**config.mk**
```make
export PLATFORM = sky130hd
export DESIGN_NAME = ctc_greedy_text_decode_top
export DESIGN_NICKNAME = d
export VERILOG_FILES = /design/src/sv/ctcgd_pkg.sv /design/src/sv/ctcgd_front.sv /design/src/sv/ctcgd_queue.sv /design/src/sv/ctcgd_back.sv /design/src/sv/ctc_greedy_text_decode_top.sv
export SDC_FILE = /design/constraint.sdc
export NUM_CORES = 1
export LEC_CHECK = 0
export ABC_CLOCK_PERIOD_IN_PS = 7650
export BUFFER_PORTS_ARGS = -buffer_cell sky130_fd_sc_hd__buf_4
export CELL_PAD_IN_SITES_DETAIL_PLACEMENT = 2
export CELL_PAD_IN_SITES_GLOBAL_PLACEMENT = 2
export CORE_ASPECT_RATIO = 0.8
export CORE_MARGIN = 4
export CORE_UTILIZATION = 40
export CTS_BUF_LIST = sky130_fd_sc_hd__clkbuf_4
export CTS_CLUSTER_DIAMETER = 30
export CTS_CLUSTER_SIZE = 30
export DETAILED_ROUTE_END_ITERATION = 8
export PLACE_DENSITY = 0.88
export SYNTH_ARGS = -nofsm -noshare
export SYNTH_HDL_FRONTEND = slang
export SYNTH_SLANG_ARGS = --single-unit
```
**constraint.sdc**
```tcl
create_clock -name clk_i -period 7.65 [get_ports clk_i]
set_clock_uncertainty 0.2 [all_clocks]
set_input_delay 0.3825 -clock clk_i [delete_from_list [all_inputs] [get_ports clk_i]]
set_output_delay 0.3825 -clock clk_i [all_outputs]
set_load 0.01 [all_outputs]
```
**src/sv/ctcgd_pkg.sv**
```systemverilog
`timescale 1ns / 1ps
`default_nettype none
// ----------------------------------------------------------------------------
// ctcgd_pkg
// Shared types and constants of the greedy ctc text decoder: class index
// width, alphabet limits, ascii mapping and the row result record.
// ----------------------------------------------------------------------------
package ctcgd_pkg;

  // class index width and saturation value of the class counter
  localparam int unsigned ClassBits = 6;
  localparam logic [ClassBits-1:0] CounterMax = 6'd63;

  // alphabet: classes 1..10 are digits, 11..36 lower-case letters
  localparam logic [ClassBits-1:0] AlphabetSize   = 6'd36;
  localparam logic [ClassBits-1:0] LastDigitClass = 6'd10;
  localparam logic [ClassBits-1:0] BlankClass     = 6'd0;

  // ascii offsets: '0' - 1 and 'a' - 11, and the code shown for no symbol
  localparam logic [7:0] DigitBase  = 8'h2F;
  localparam logic [7:0] LetterBase = 8'h56;
  localparam logic [7:0] BlankCode  = 8'h2D;

  // one finished time step, passed from front to back
  typedef struct packed {
    logic [ClassBits-1:0] best_class;
    logic                 word_end;
  } row_result_t;

  // ascii of a symbol class, valid for classes 1..36
  function automatic logic [7:0] symbol_ascii(input logic [ClassBits-1:0] cls);
    logic [7:0] wide_cls;
    wide_cls = {2'b00, cls};
    if (cls <= LastDigitClass) begin
      return DigitBase + wide_cls;
    end else begin
      return LetterBase + wide_cls;
    end
  endfunction

endpackage : ctcgd_pkg
`default_nettype wire

```
**src/sv/ctcgd_front.sv**
```systemverilog
`timescale 1ns / 1ps
`default_nettype none
// ----------------------------------------------------------------------------
// ctcgd_front
// Input side: tracks the running maximum of each row, the class of that
// maximum and the class counter, and hands the row winner to the queue on
// the row's last score.
// ----------------------------------------------------------------------------
module ctcgd_front
  import ctcgd_pkg::*;
#(
  parameter int unsigned SCORE_BITS = 16
) (
  input  logic                         clk_i,
  input  logic                         rst_ni,
  input  logic                         in_valid_i,
  output logic                         in_ready_o,
  input  logic signed [SCORE_BITS-1:0] score_i,
  input  logic                         row_end_i,
  input  logic                         word_end_i,
  output logic                         push_o,
  output row_result_t                  push_data_o,
  input  logic                         queue_ready_i
);

  logic signed [SCORE_BITS-1:0] running_max_q, running_max_d;
  logic [ClassBits-1:0]         running_best_q, running_best_d;
  logic [ClassBits-1:0]         class_counter_q, class_counter_d;
  logic                         accept;
  logic                         take;
  logic [ClassBits-1:0]         step_best;

  assign in_ready_o = queue_ready_i;
  assign accept     = in_valid_i & queue_ready_i;

  // compare against the running maximum; the first class of a row is always taken, a tie keeps the earlier class
  assign take      = (class_counter_q == BlankClass) || (score_i > running_max_q);
  assign step_best = take ? class_counter_q : running_best_q;

  // row winner goes to the queue on the row's last score
  assign push_o                  = accept & row_end_i;
  assign push_data_o.best_class  = step_best;
  assign push_data_o.word_end    = word_end_i;

  // next row state
  always_comb begin
    running_max_d   = running_max_q;
    running_best_d  = running_best_q;
    class_counter_d = class_counter_q;
    if (accept) begin
      if (row_end_i) begin
        running_max_d   = {1'b1, {(SCORE_BITS-1){1'b0}}};
        running_best_d  = BlankClass;
        class_counter_d = BlankClass;
      end else begin
        if (take) begin
          running_max_d  = score_i;
          running_best_d = class_counter_q;
        end
        if (class_counter_q < CounterMax) begin
          class_counter_d = class_counter_q + 1'b1;
        end
      end
    end
  end

  // row state registers
  always_ff @(posedge clk_i or negedge rst_ni) begin
    if (!rst_ni) begin
      running_max_q   <= {1'b1, {(SCORE_BITS-1){1'b0}}};
      running_best_q  <= BlankClass;
      class_counter_q <= BlankClass;
    end else begin
      running_max_q   <= running_max_d;
      running_best_q  <= running_best_d;
      class_counter_q <= class_counter_d;
    end
  end

endmodule : ctcgd_front
`default_nettype wire

```
**src/sv/ctcgd_queue.sv**
```systemverilog
`timescale 1ns / 1ps
`default_nettype none
// ----------------------------------------------------------------------------
// ctcgd_queue
// Two-entry queue of row results between the front and the back, so that
// each side can stall on its own.
// ----------------------------------------------------------------------------
module ctcgd_queue
  import ctcgd_pkg::*;
(
  input  logic        clk_i,
  input  logic        rst_ni,
  input  logic        push_i,
  input  row_result_t push_data_i,
  output logic        ready_o,
  input  logic        pop_i,
  output row_result_t pop_data_o,
  output logic        not_empty_o
);

  localparam int unsigned Depth     = 2;
  localparam int unsigned PtrBits   = $clog2(Depth);
  localparam int unsigned CountBits = $clog2(Depth + 1);

  row_result_t          mem_q [Depth];
  logic [PtrBits-1:0]   wr_ptr_q, wr_ptr_d;
  logic [PtrBits-1:0]   rd_ptr_q, rd_ptr_d;
  logic [CountBits-1:0] count_q, count_d;
  logic                 do_push;
  logic                 do_pop;

  assign ready_o     = (count_q != CountBits'(Depth));
  assign not_empty_o = (count_q != '0);
  assign do_push     = push_i & ready_o;
  assign do_pop      = pop_i & not_empty_o;
  assign pop_data_o  = mem_q[rd_ptr_q];

  // pointer and fill level update
  always_comb begin
    wr_ptr_d = wr_ptr_q;
    rd_ptr_d = rd_ptr_q;
    count_d  = count_q;
    if (do_push) begin
      wr_ptr_d = (wr_ptr_q == PtrBits'(Depth - 1)) ? '0 : wr_ptr_q + 1'b1;
    end
    if (do_pop) begin
      rd_ptr_d = (rd_ptr_q == PtrBits'(Depth - 1)) ? '0 : rd_ptr_q + 1'b1;
    end
    priority if (do_push && !do_pop) begin
      count_d = count_q + 1'b1;
    end else if (do_pop && !do_push) begin
      count_d = count_q - 1'b1;
    end
  end

  // storage
  always_ff @(posedge clk_i) begin
    if (do_push) begin
      mem_q[wr_ptr_q] <= push_data_i;
    end
  end

  // control registers
  always_ff @(posedge clk_i or negedge rst_ni) begin
    if (!rst_ni) begin
      wr_ptr_q <= '0;
      rd_ptr_q <= '0;
      count_q  <= '0;
    end else begin
      wr_ptr_q <= wr_ptr_d;
      rd_ptr_q <= rd_ptr_d;
      count_q  <= count_d;
    end
  end

  // fill level never passes the depth
  a_count_bound : assert property (@(posedge clk_i) disable iff (!rst_ni)
    count_q <= CountBits'(Depth))
    else $error("queue fill level beyond depth");

  // a lone push raises the fill level by one
  a_push_count : assert property (@(posedge clk_i) disable iff (!rst_ni)
    (do_push && !do_pop) |=> (count_q == $past(count_q) + 1'b1))
    else $error("queue push lost");

  // pointers are equal whenever the queue is empty or full
  a_ptr_match : assert property (@(posedge clk_i) disable iff (!rst_ni)
    ((count_q == '0) || (count_q == CountBits'(Depth))) |-> (wr_ptr_q == rd_ptr_q))
    else $error("queue pointers out of step with fill level");

endmodule : ctcgd_queue
`default_nettype wire

```
**src/sv/ctcgd_back.sv**
```systemverilog
`timescale 1ns / 1ps
`default_nettype none
// ----------------------------------------------------------------------------
// ctcgd_back
// Output side: maps the row winner to a symbol, suppresses blanks and
// repeats of the previous step's symbol, and holds the result in an output
// register until the receiver takes it.
// ----------------------------------------------------------------------------
module ctcgd_back
  import ctcgd_pkg::*;
#(
  parameter int unsigned CLASS_COUNT = 37
) (
  input  logic                 clk_i,
  input  logic                 rst_ni,
  input  row_result_t          head_i,
  input  logic                 head_valid_i,
  output logic                 pop_o,
  output logic                 out_valid_o,
  input  logic                 out_ready_i,
  output logic                 symbol_valid_o,
  output logic [7:0]           symbol_code_o,
  output logic [ClassBits-1:0] best_class_o,
  output logic                 sequence_done_o
);

  logic                 out_valid_q;
  logic                 symbol_valid_q;
  logic [7:0]           symbol_code_q;
  logic [ClassBits-1:0] best_class_q;
  logic                 sequence_done_q;
  logic [ClassBits-1:0] prev_symbol_q, prev_symbol_d;
  logic                 is_symbol;
  logic [ClassBits-1:0] sym;
  logic                 emit;
  logic                 load;

  // output register free or emptied this cycle
  assign load  = head_valid_i & (~out_valid_q | out_ready_i);
  assign pop_o = load;

  // blank test and repeat suppression
  assign is_symbol = (head_i.best_class != BlankClass) &&
                     (head_i.best_class <= AlphabetSize) &&
                     ({1'b0, head_i.best_class} < (ClassBits + 1)'(CLASS_COUNT));
  assign sym  = is_symbol ? head_i.best_class : BlankClass;
  assign emit = is_symbol && (sym != prev_symbol_q);

  assign prev_symbol_d = head_i.word_end ? BlankClass : sym;

  // result payload
  always_ff @(posedge clk_i) begin
    if (load) begin
      symbol_valid_q  <= emit;
      symbol_code_q   <= emit ? symbol_ascii(sym) : BlankCode;
      best_class_q    <= head_i.best_class;
      sequence_done_q <= head_i.word_end;
    end
  end

  // output valid and previous symbol
  always_ff @(posedge clk_i or negedge rst_ni) begin
    if (!rst_ni) begin
      out_valid_q   <= 1'b0;
      prev_symbol_q <= BlankClass;
    end else begin
      if (load) begin
        out_valid_q   <= 1'b1;
        prev_symbol_q <= prev_symbol_d;
      end else if (out_ready_i) begin
        out_valid_q <= 1'b0;
      end
    end
  end

  assign out_valid_o     = out_valid_q;
  assign symbol_valid_o  = symbol_valid_q;
  assign symbol_code_o   = symbol_code_q;
  assign best_class_o    = best_class_q;
  assign sequence_done_o = sequence_done_q;

endmodule : ctcgd_back
`default_nettype wire

```
**src/sv/ctc_greedy_text_decode_top.sv**
```systemverilog
`timescale 1ns / 1ps
`default_nettype none
// ----------------------------------------------------------------------------
// ctc_greedy_text_decode_top
// Greedy ctc decoder for a stream of recognizer class scores.
// ----------------------------------------------------------------------------
// Usage:
//   The slave stream carries one class score per transaction, class 0 first;
//   tlast marks the last score of a time step and tuser the last step of a
//   word (read only together with tlast). Every transaction with tlast set
//   produces exactly one master transaction: the winning class, its ascii
//   symbol when the step appends one, and tlast on the word's last step.
//   Throughput is one score per cycle while the queue has room, including
//   rows of a single score; the compare-and-update in the front unit is the
//   only per-score work. The row result is written into the queue and then
//   loaded into the output register, from which it is valid on the master
//   side.
//   Reset clears the row state, the previous symbol and the queue; the
//   master side comes out of reset idle.
//   When the receiver stalls, the output register and a two-entry queue of
//   row results fill up, and then s_tready_o falls for every score, inside
//   a row or at its end, until the queue has room again.
// ----------------------------------------------------------------------------
module ctc_greedy_text_decode_top
  import ctcgd_pkg::*;
#(
  parameter int unsigned CLASS_COUNT = 37,
  parameter int unsigned SCORE_BITS  = 16
) (
  input  logic                                 clk_i,
  input  logic                                 rst_ni,
  // slave stream
  input  logic                                 s_tvalid_i,
  output logic                                 s_tready_o,
  input  logic [((SCORE_BITS + 7) / 8) * 8-1:0] s_tdata_i, // score, zero padding
  input  logic                                 s_tlast_i, // row_end
  input  logic                                 s_tuser_i, // word_end
  // master stream
  output logic                                 m_tvalid_o,
  input  logic                                 m_tready_i,
  output logic [15:0]                          m_tdata_o, // symbol_code, best_class, zero
  output logic                                 m_tlast_o, // sequence_done
  output logic                                 m_tuser_o  // symbol_valid
);

  logic                         push;
  row_result_t                  push_data;
  logic                         queue_ready;
  logic                         pop;
  row_result_t                  head;
  logic                         head_valid;
  logic [7:0]                   symbol_code;
  logic [ClassBits-1:0]         best_class;
  logic signed [SCORE_BITS-1:0] score;

  assign score = signed'(s_tdata_i[SCORE_BITS-1:0]);

  // row maximum tracking
  ctcgd_front #(
    .SCORE_BITS (SCORE_BITS)
  ) u_front (
    .clk_i         (clk_i),
    .rst_ni        (rst_ni),
    .in_valid_i    (s_tvalid_i),
    .in_ready_o    (s_tready_o),
    .score_i       (score),
    .row_end_i     (s_tlast_i),
    .word_end_i    (s_tuser_i),
    .push_o        (push),
    .push_data_o   (push_data),
    .queue_ready_i (queue_ready)
  );

  // row results between front and back
  ctcgd_queue u_queue (
    .clk_i       (clk_i),
    .rst_ni      (rst_ni),
    .push_i      (push),
    .push_data_i (push_data),
    .ready_o     (queue_ready),
    .pop_i       (pop),
    .pop_data_o  (head),
    .not_empty_o (head_valid)
  );

  // symbol mapping and output register
  ctcgd_back #(
    .CLASS_COUNT (CLASS_COUNT)
  ) u_back (
    .clk_i           (clk_i),
    .rst_ni          (rst_ni),
    .head_i          (head),
    .head_valid_i    (head_valid),
    .pop_o           (pop),
    .out_valid_o     (m_tvalid_o),
    .out_ready_i     (m_tready_i),
    .symbol_valid_o  (m_tuser_o),
    .symbol_code_o   (symbol_code),
    .best_class_o    (best_class),
    .sequence_done_o (m_tlast_o)
  );

  // pack the master data word
  assign m_tdata_o = {{(16 - 8 - ClassBits){1'b0}}, best_class, symbol_code};

endmodule : ctc_greedy_text_decode_top
`default_nettype wire

```
Word-level counts from Yosys, hierarchy flattened. Memories as Yosys holds them, arrays and structs flattened. Cells that the tools add are included.

Word-level logic and storage cells: 68. Bits in registers: 55. Input bits: 22. RAM bits: 14. Output and inout bits: 20. Memories: 1.

Memory list: u_queue.mem_q (depth 2, width 7, read ports 1, clocked after memory_dff 0, write ports 1, line ctcgd_queue.sv:25) `row_result_t mem_q [Depth];`.

Add/sub/neg operators: 7. Reduce and logical (&&, ||, !) cells: 17. Bitwise gates (word level): 7. Multiplexer cells: 17. Eq/ne operators: 2. $lt $le $gt $ge: 5.

Operator list (count): 2-to-1 mux 6 bit (6); 2-to-1 mux 16 bit (2); greater-than comparator 16 bit (1); less-than comparator 6 bit, second input constant (2); nonzero test 2 bit (5); adder 7 x 6 -> 8 bit, first input constant (1); 2-to-1 mux 8 bit (1); adder 6 x 6 -> 7 bit, first input constant (1); adder 6 x 1 -> 6 bit, second input constant (1); less-or-equal comparator 6 x 4 -> 1 bit, second input constant (1); less-or-equal comparator 6 bit, second input constant (1); zero test 6 bit (1); 2-to-1 mux 1 bit (6); inequality test 6 bit (1); nonzero test 6 bit (1); bitwise AND 1 bit (5); logical AND 1 bit (5); 2-to-1 mux 2 bit (2); AND reduction 2 bit (2); adder 1 bit, second input constant (2); adder 2 x 1 -> 2 bit, second input constant (1); zero test 1 bit (2); inequality test 2 bit, second input constant (1); subtractor 2 x 1 -> 2 bit, second input constant (1); 3 further kinds (3).

Depth between registers and ports, before layout.
Depth after elaboration: 8. Depth in mapped cells: 12. Gate-level depth less buffers: 10.

Modules after synthesis. From an unflattened synthesis, not the netlist that was laid out.

Cells, all modules: 359. Area total of the unflattened synthesis: 3891.2 µm².

Modules (own cells, without submodules): ctcgd_front (cells each 210, area an instance 1920.6 µm², seq. area each 701.9 µm², instances 1); ctcgd_back (cells each 106, area an instance 1236.2 µm², seq. area each 655.6 µm², instances 1); ctcgd_queue (cells each 40, area an instance 715.7 µm², seq. area each 520.5 µm², instances 1); ctc_greedy_text_decode_top (cells each 3, area an instance 18.8 µm², seq. area each 0.0 µm², instances 1).

Worst setup path after synthesis. No wires, ideal clock.

Path type: register to register. Start: reg u_queue.rd_ptr_q. End: reg u_back.symbol_code_q[4] (netlist: u_back.symbol_code_o[4]) (data pin). Path slack: 4.960 ns. Data arrival time: 2.231 ns. Setup time: 0.259 ns. Required time: 7.191 ns. Period minus slack after synthesis: 2.690 ns. Stages on the path, launching flop included: 13. Buffers on the path: 2. Cells stage by stage: dfrtp_1 buf_6 buf_12 mux2i_4 nand2_1 o22ai_2 nor2_1 ha_1 o21ai_0 nand2_1 nand2_2 a31oi_1 o31a_1.

Word-level cells in the longest chain between the ends: 7. Elaborated cells between the ends (all ways): 13. Those cells by class: 2 x add/sub; 3 x order compare; 1 x eq/ne; 2 x mux; 4 x reduce/logical; 1 x memory.

Ends and longest elaborated chain: start: declaration (line ctcgd_queue.sv:27) `logic [PtrBits-1:0] rd_ptr_q, rd_ptr_d;`; start signal: assignment (line ctcgd_queue.sv:71) `rd_ptr_q <= rd_ptr_d;`; memory (2 x 7 bit) (*); less-or-equal comparator 6 bit / nonzero test 6 bit (equally long branches) (line ctcgd_back.sv:44, ctcgd_back.sv:43); logical AND 1 bit (line ctcgd_back.sv:43) `assign is_symbol = (head_i.best_class != BlankClass) &&`; logical AND 1 bit (line ctcgd_back.sv:44) `(head_i.best_class <= AlphabetSize) &&`; 2-to-1 mux 6 bit (line ctcgd_back.sv:46) `assign sym = is_symbol ? head_i.best_class : BlankClass;`; adder 7 x 6 -> 8 bit, or another cell as far along (line ctcgd_pkg.sv:37) `return LetterBase + wide_cls;`; 2-to-1 mux 8 bit / logical AND 1 bit (equally long branches) (line ctcgd_pkg.sv:34, ctcgd_back.sv:47); end signal: assignment (line ctcgd_back.sv:55) `symbol_code_q <= emit ? symbol_ascii(sym) : BlankCode;`; end: declaration (line ctcgd_back.sv:29) `logic [7:0] symbol_code_q;`.

Every way passes the cells marked *; elsewhere a longest branch is shown, timed or not. A chain may end at the register's enable or synchronous reset.

Final worst setup path. Same ends and word-level chain as after synthesis.

==> flow_summary.yaml <==
outcome:
  status: "finished clean"
power_and_ir_drop:
  power.internal_w: 0.0009682
  p_clk_share_pct: 13.8
  p_per_area_nw_per_um2: 369.2
  power_leakage_nw: 1.863
  p_total_w: 0.001693
  p_switching_w: 0.0007252
  ir_worst_vdd_v: 0.0001148
  seqPwrFrac_pct: 38.1
  pwr-share-comb_pct: 48.1
  switching_share_pct: 42.83
routing:
  remaining_drc_errors: 0
  via_per_inst: 5.547
  drt_iter0_drc: 178
  drt-total-wl_um: 11100
  num_vias: 3073
  first_pass_iters: 4
  antenna_left: 0
  wl_per_cell_um: 20.04
logic_synthesis:
  syn-cell-area_um2: 3988
  synth_xor_area_share_pct: 3.295
  ys.flop_type: "dfrtp_1"
  synth_edf_count: 30
  synth_warnings: 0
  syn_avg_cell_area_um2: 10.87
  synth-compound-area-share_pct: 18.36
  muxShareOfSynthArea_pct: 3.295
  synthAdderAreaFrac_pct: 7.217
  async_flop_share_pct: 56.52
  yosysUniqueCellTypes: 69
  synth-seq-cells: 69
  synth_simple_gate_area_share_pct: 14.12
  synthCells: 367
  synth_top_family_by_area: "compound AO/OA/AOI/OAI gates"
  synth_seq_area_share_pct: 47.10
place:
  gp_congestion: 0.7671
  dp_hpwl_um: 8364
  port_buffers: 39
clocking:
  cts_resized: 0
  clk_latency_ns: 0.43
  cts_tree: "built"
  numCtsBuffers: 9
  ctsHoldBuffers: 7
  htreeDepth: 3
  clockBufferDepth: 2
  post-cts-setup-buffers: 0
  clkTransAtPathRegs_ns: 0.11
  clock-sinks: 69
  cts_root_buf: "clkbuf_4"
worst_setup_path:
  crit_path_max_fanout: 16
  worstSetupEndpointType: "register"
  worstSetupPathType: "register to register"
  startpoint_type: "register"
  crit_top_cell: "nand2_1"
  worstPathArrival_ns: 3.74
  slowest_stage: "dfrtp_1"
  slowest_delay_ns: 0.95
  cp_cell_sequence: "mux2i_4 > nand2_1 > o22ai_2 > nor2_1 > ha_1 > o21ai_0 > nand2_1 > nand2_2 > a31oi_1 > o31a_1"
  critPathBufInv: 0
  worst_ep_required_time_ns: 7.65
  crit_family: "flip-flops"
die:
  start_util_pct: 41.15
  die_x_um: 119.6
  dieArea_um2: 11640
  io_pins: 42
  die_h_um: 97.31
  core_area_um2: 9689
  num_rows: 32
grt:
  grt_usage_pct: 20.21
  grt_pass1_vias: 3365
  grt_pass1_wl_um: 18690
  antenna_found_initial: 0
  grt_max_degree: 40
  grt-ovfl-total: 0
sta:
  tns_ns: 0
  period_share_pct: 48.89
  slew_viol_final: 0
  hold_viol: 0
  fmaxAchievable_ghz: 0.2674
  rsz0062_at_grt: "false"
  setup_violations: 0
  worstMarginPinSlew_ns: 0.9675
  timing.slew.headroom_pct: 35.20
  fin_crit_ns: 3.740
layout:
  layout.nets: 458
  synthToLayoutAreaGrowth_pct: 15.03
  layout-drive-gt1-share_pct: 20.81
  diodes: 0
run:
  maxCapViolCount: 0
min_path:
  hold_path.class: "primary input to register"
-- cells in the mapped netlist, drive strengths merged (4+ instances only) --
cell type / instances / area, um^2
inv: 39 / 146.4
dfrtp: 38 / 950.9
nand2: 38 / 147.6
edfxtp: 30 / 900.9
o21ai: 25 / 128.9
ha: 23 / 287.8
nor2: 18 / 67.56
o311ai: 16 / 147.6
nor3b: 13 / 113.9
clkbuf: 10 / 37.54
xnor2: 9 / 78.83
a21oi: 8 / 62.56
buf: 8 / 72.56
a22o: 7 / 61.31
nand3: 7 / 35.03
mux2i: 6 / 97.59
nand2b: 6 / 37.54
xor2: 6 / 52.55
a32o: 5 / 50.05
and2: 4 / 25.03
nand4: 4 / 25.02
-- layout make-up --
type	count	area, um^2
clock inverter	6	53.80
multi-input combinational	242	1857
inverter	40	150.1
timing repair buffer	51	402.9
clock buffer	10	75.07
sequential	69	1878
tap	136	170.2
fill	1031	5102
-- logic make-up after synthesis --
logic type | after synthesis
adders and majority gates | 23
xor gates and xnor gates | 15
DFF | 69
buffers and inverters | 58
and+or+nand+nor | 103
AOI/OAI and AO/OA | 89
other | 1
muxes | 9
-- placed cells by master (no fill, tap or decap), types with 3 or more instances in the layout --
cell           netlist  routed
o311ai_1            11      11
a2111o_1             3       3
nor3b_1             11      11
ha_1                23      23
xor2_1               6       6
a22o_1               7       7
a21o_1               3       3
clkbuf_4             0      10
dfrtp_1             38      38
o21ai_0             21      21
a21oi_1              6       6
a32o_1               5       5
mux2i_1              3       3
buf_4                2      43
nor2_1              18      18
mux2i_4              3       3
nand2_1             36      36
conb_1               1       3
inv_1               35      35
nand3_1              7       7
inv_2                4       4
o311ai_0             4       4
xnor2_1              9       9
o21ai_1              3       3
clkinv_2             0       4
dlygate4sd3_1        0       8
edfxtp_1            30      30
nand2b_1             6       6
nand4_1              4       4
and2_1               3       3
-- path summary, 6_finish.rpt --
check / startpoint / to / slack [ns] / depth (start not counted)
min in group asynchronous: rst_ni / u_front.running_max_q[2] / 0.26 / 2
min reg2reg: u_front.running_max_q[15] / u_front.running_max_q[15] / 0.30 / 2
min: s_tdata_i[5] / u_front.running_max_q[5] / 0.19 / 4
max: u_queue.rd_ptr_q / u_back.symbol_code_o[4] / 3.91 / 10
max reg2reg: u_queue.rd_ptr_q / u_back.symbol_code_o[4] / 3.91 / 10
max in group asynchronous: rst_ni / u_queue.wr_ptr_q / 6.61 / 2
-- flip-flops by register name, summed over array words and instances, names as in the netlist --
register and flops:
u_back.best_class_o 6, u_back.out_valid_o 1, u_back.prev_symbol_q 6, u_back.sequence_done_o 1
u_back.symbol_code_o 8, u_back.symbol_valid_o 1, u_front.class_counter_q 6, u_front.running_best_q 6
u_front.running_max_q 16, u_queue.count_q 2, u_queue.mem_q 14, u_queue.rd_ptr_q 1
u_queue.wr_ptr_q 1
-- metrics by stage --
step	util (%)	hold slack, ns	instances	area, um^2	worst slack, ns
floorplan	-	-0.1131	369	3995	4.960
global placement	45.18	0.2100	530	4378	4.249
detailed placement	45.18	0.2051	530	4378	3.902
CTS	47.24	0.001279	553	4577	3.915
global route	47.34	0.1932	554	4587	3.684
finish	47.34	0.1941	554	4587	3.910
-- power by group through the flow --
| stage | Combinational, W | Sequential [W] | Clock, W |
|---|---|---|---|
| after floorplan | 0.000569 | 0.000626 | 0 |
| after global placement | 0.000743 | 0.000635 | 0 |
| after detailed placement | 0.000815 | 0.000653 | 0 |
| after CTS | 0.000824 | 0.000647 | 0.000240 |
| after global routing | 0.000908 | 0.000663 | 0.000257 |
| final | 0.000815 | 0.000645 | 0.000233 |
-- routing by layer --
| metal | global-route usage, % | vias up | part of all wire, % |
|---|---|---|---|
| met5 | 0 | - | 0 |
| met3 | 5.413 | 20 | 3.4 |
| met1 | 26.05 | 1569 | 45 |
| met2 | 33.38 | 58 | 50 |
| met4 | 5.986 | 0 | 2.2 |
| li1 | - | 1426 | - |
-- tightest hold or removal path, delay by kind of cell --
family | cells | cell delay, ns
AO/OA/AOI/OAI | 2 | 0.16
buffers and inverters | 1 | 0.11
AND/OR/NAND/NOR | 1 | 0.12
No activity file was read; power rests on OpenSTA's default activity.
